## src/rtl/core/ldcm_pkg.sv

```systemverilog
package ldcm_pkg;

    // Input transaction: output pixel position
    typedef struct packed {
        logic [12:0] pixel_col;
        logic [12:0] pixel_row;
    } pix_t;

    // Output transaction: source sample position in Q24.16
    typedef struct packed {
        logic signed [39:0] source_x;
        logic signed [39:0] source_y;
        logic               range_flag;
    } src_t;

    // Saturating add result
    typedef struct packed {
        logic               sat;
        logic signed [63:0] val;
    } sat_val_t;

    // Register indexes
    localparam logic [2:0] REG_FOCAL_X    = 3'd0;
    localparam logic [2:0] REG_FOCAL_Y    = 3'd1;
    localparam logic [2:0] REG_CENTER_X   = 3'd2;
    localparam logic [2:0] REG_CENTER_Y   = 3'd3;
    localparam logic [2:0] REG_RADIAL_NUM = 3'd4;
    localparam logic [2:0] REG_RADIAL_DEN = 3'd5;
    localparam logic [2:0] REG_TANGENTIAL = 3'd6;

    // Q.32 limits and constants
    localparam logic signed [63:0] LIM       = 64'sh3FFF_FFFF_FFFF_FFFF;
    localparam logic signed [64:0] LIM_W     = 65'sh0_3FFF_FFFF_FFFF_FFFF;
    localparam logic signed [63:0] ONE_Q32   = 64'sh0000_0001_0000_0000;
    localparam logic        [31:0] FOCAL_MIN = 32'h0001_0000;
    localparam logic signed [64:0] OUT_MAX   = 65'sh0_0000_007F_FFFF_FFFF;
    localparam logic signed [64:0] OUT_MIN   = -65'sh0_0000_0080_0000_0000;

    // Fixed-point multiplier pipeline depth
    localparam int FMUL_LAT = 4;

    // a + b clipped to +-LIM, with a saturation mark
    function automatic sat_val_t sat_add(input logic signed [63:0] a,
                                         input logic signed [63:0] b);
        logic signed [64:0] s;
        sat_val_t           r;
        s = {a[63], a} + {b[63], b};
        if (s > LIM_W) begin
            r.sat = 1'b1;
            r.val = LIM;
        end
        else if (s < -LIM_W) begin
            r.sat = 1'b1;
            r.val = -LIM;
        end
        else begin
            r.sat = 1'b0;
            r.val = s[63:0];
        end
        return r;
    endfunction

endpackage

```

## src/rtl/core/ldcm_delay.sv

```systemverilog
module ldcm_delay
    import ldcm_pkg::*;
#(
    parameter int W = 64,
    parameter int N = 4
)(
    input  logic         clk,
    input  logic         en,
    input  logic [W-1:0] d,
    output logic [W-1:0] q
);

    logic [W-1:0] line_reg [N];

    // Shift line, advancing with the pipeline
    always_ff @(posedge clk)
    begin
        if (en)
        begin
            line_reg[0] <= d;
            for (int i = 1; i < N; i++)
            begin
                line_reg[i] <= line_reg[i-1];
            end
        end
    end

    assign q = line_reg[N-1];

endmodule

```

## config.mk

```make
export PLATFORM = sky130hd
export DESIGN_NAME = ldcm_delay
export DESIGN_NICKNAME = d
export VERILOG_FILES = /design/src/rtl/core/ldcm_pkg.sv /design/src/rtl/core/ldcm_delay.sv
export SDC_FILE = /design/constraint.sdc
export NUM_CORES = 1
export LEC_CHECK = 0
export ABC_AREA = 0
export BUFFER_PORTS_ARGS = -buffer_cell sky130_fd_sc_hd__buf_2
export CORE_MARGIN = 2
export CORE_UTILIZATION = 50
export DETAILED_ROUTE_END_ITERATION = 12
export PLACE_DENSITY = 0.72
export SYNTH_ARGS = -nofsm -noshare
export SYNTH_HDL_FRONTEND = slang
export SYNTH_SLANG_ARGS = --single-unit
```

## constraint.sdc

```tcl
create_clock -name clk -period 1.55 [get_ports clk]
set_input_delay 0 -clock clk [delete_from_list [all_inputs] [get_ports clk]]
set_output_delay 0 -clock clk [all_outputs]
set_load 0.02 [all_outputs]
```

==> results.cfg <==
[power]
leakagePower_nw = 3.74
pwr_density_cell_mw_per_mm2 = 1450
p_int_w = 0.0120
p_sw_w = 0.00271
pwr-share-comb = 0.041
clkPwrFrac = 0.397
swShare = 0.184
ir_drop_mv = 1.01
pwr-share-seq = 0.562

[cells_and_area]
multi_input_area_um2 = 0
final_common_cell = edfxtp_1
final_cell_mix = edfxtp_1 (256), buf_2 (128), dlygate4sd3_1 (65)
antennaDiodeCount = 0
syn_to_final_growth_pct = 32.1
utilization = 0.673
final_nets = 552
largest_register_ffs = 256
multi_input_gates = 0
drive_gt1_frac = 0.339

[cts]
cts_made_buffers = 25
tritoncts = built
cts_resized = 0
numClockSinks = 256
clkTransAtPathRegs_ns = 0.06
cts_buffer_depth = 3
clock-root-buffer = clkbuf_16
h-tree-depth = 1
insertion_delay_ns = 0.50

[floorplan]
core_mm2 = 0.0151
die-area_mm2 = 0.0164
chipHeight_um = 128
start_util = 0.509
rows = 45
io_pins = 130
die_width_um = 128

[synthesis]
avgSynthCellArea_um2 = 30.0
synth.top_cell.area_share = 1.00
syn_inst = 256
ys_seq_area_frac = 1.00
synth_area_leaders = edfxtp_1 (100%)
yosysUniqueCellTypes = 1
synth_nets = 322
yosysWarnings = 0
synth_top_area_cell = edfxtp_1
syn_area_mm2 = 0.00769
ys_ff_latch = 256

[global_routing]
grt_max_degree = 48
grt_pass1_wl_mm = 16.3
grt_pass1_vias = 3296
gr-total-overflow = 0
antenna_found_initial = 0
grt_usage = 0.131

[status]
run_status = complete, no violations

[timing]
period_share = 0.705
rsz0062_at_grt = false
setup_viol = 0
relSlewSlack = 0.771
worst_pin_slew_ns = 0.343
hold_violations = 0
tns_ns = 0
fin_skew_ns = 0.00652
slew_violations = 0
min_period_ns = 1.09
fmax_mhz = 915

[run]
maxCapViolations = 0

[place]
io_buffers = 129
gp_congestion = 0.675
dp.final_hpwl_mm = 5.85

[critical_path]
startpoint_type = flip-flop
path_class = reg -> out
required_ns = 1.55
critPathBufInv = 1
cpPeakStageDelay_ns = 0.41
path_cells = buf_2
endpoint_kind = primary output
worstPathArrival_ns = 1.09
critical_path_peak_fanout = 1
critPathTopFamily = flip-flops
critPathSlowestCell = edfxtp_1

[detailed_routing]
firstDrtPassIters = 4
ant_nets = 0
via_per_inst = 4.65
wl_per_cell_um = 15.6
drt_wl_total_mm = 10.7
drtIter0Drc = 153
vias = 3207
drc = 0

[worst_hold_path]
min_path_type = in -> reg
-- what timing repair did --
action	in CTS	in global routing
hold buffers	65	0
setup endpoints to repair	0	0
endpoints found under the hold margin	94	0
setup buffers	0	0
-- through the flow --
stage          power [W]  cells  area, µm²  setup slack, ns  hold slack, ns
6_report          0.0147    689      10200            0.458           0.206
5_1_grt           0.0153    689      10200            0.414           0.194
4_1_cts           0.0149    689      10200            0.453           0.184
3_5_place_dp     0.00889    582       8710            0.584           0.178
3_3_place_gp     0.00885    582       8710            0.625           0.177
2_1_floorplan    0.00851    256       7690            0.961          0.0989
-- Yosys cell counts --
library cell  number
edfxtp_1         256
-- routing by layer --
layer / vias to the layer above / share of wire / global-route usage / wire length, µm
met3: 31 / 0.065 / 0.0321 / 702
met1: 1550 / 0.41 / 0.169 / 4440
met2: 117 / 0.49 / 0.216 / 5290
li1: 1509 / - / - / -
met5: - / 0 / 0 / 0
met4: 0 / 0.029 / 0.0524 / 312
-- power groups by stage --
stage	registers, W	clock network [W]	logic [W]
6_report	0.00827	0.00585	0.000596
5_1_grt	0.00831	0.00632	0.000640
4_1_cts	0.00828	0.00600	0.000598
3_5_place_dp	0.00842	0	0.000470
3_3_place_gp	0.00839	0	0.000457
2_1_floorplan	0.00851	0	0
-- logic make-up after synthesis --
logic type  Yosys count  synth area share
DFF                 256              1.00
-- worst paths after layout --
check               endpoint            start  slack, ns  cells after the start
max                    q[60]  line_reg[3][60]       0.46                      1
min          line_reg[0][23]            d[23]       0.21                      2
max reg2reg  line_reg[3][21]  line_reg[2][21]       0.90                      0
min reg2reg  line_reg[3][51]  line_reg[2][51]       0.41                      0
-- final cells by class --
cell class / instances / area, µm²
Clock inverter: 13 / 158
Fill cell: 960 / 4930
Tap cell: 188 / 235
Sequential cell: 256 / 7690
Timing Repair Buffer: 203 / 1440
Clock buffer: 29 / 641
Power figures use the tool's default switching activity.
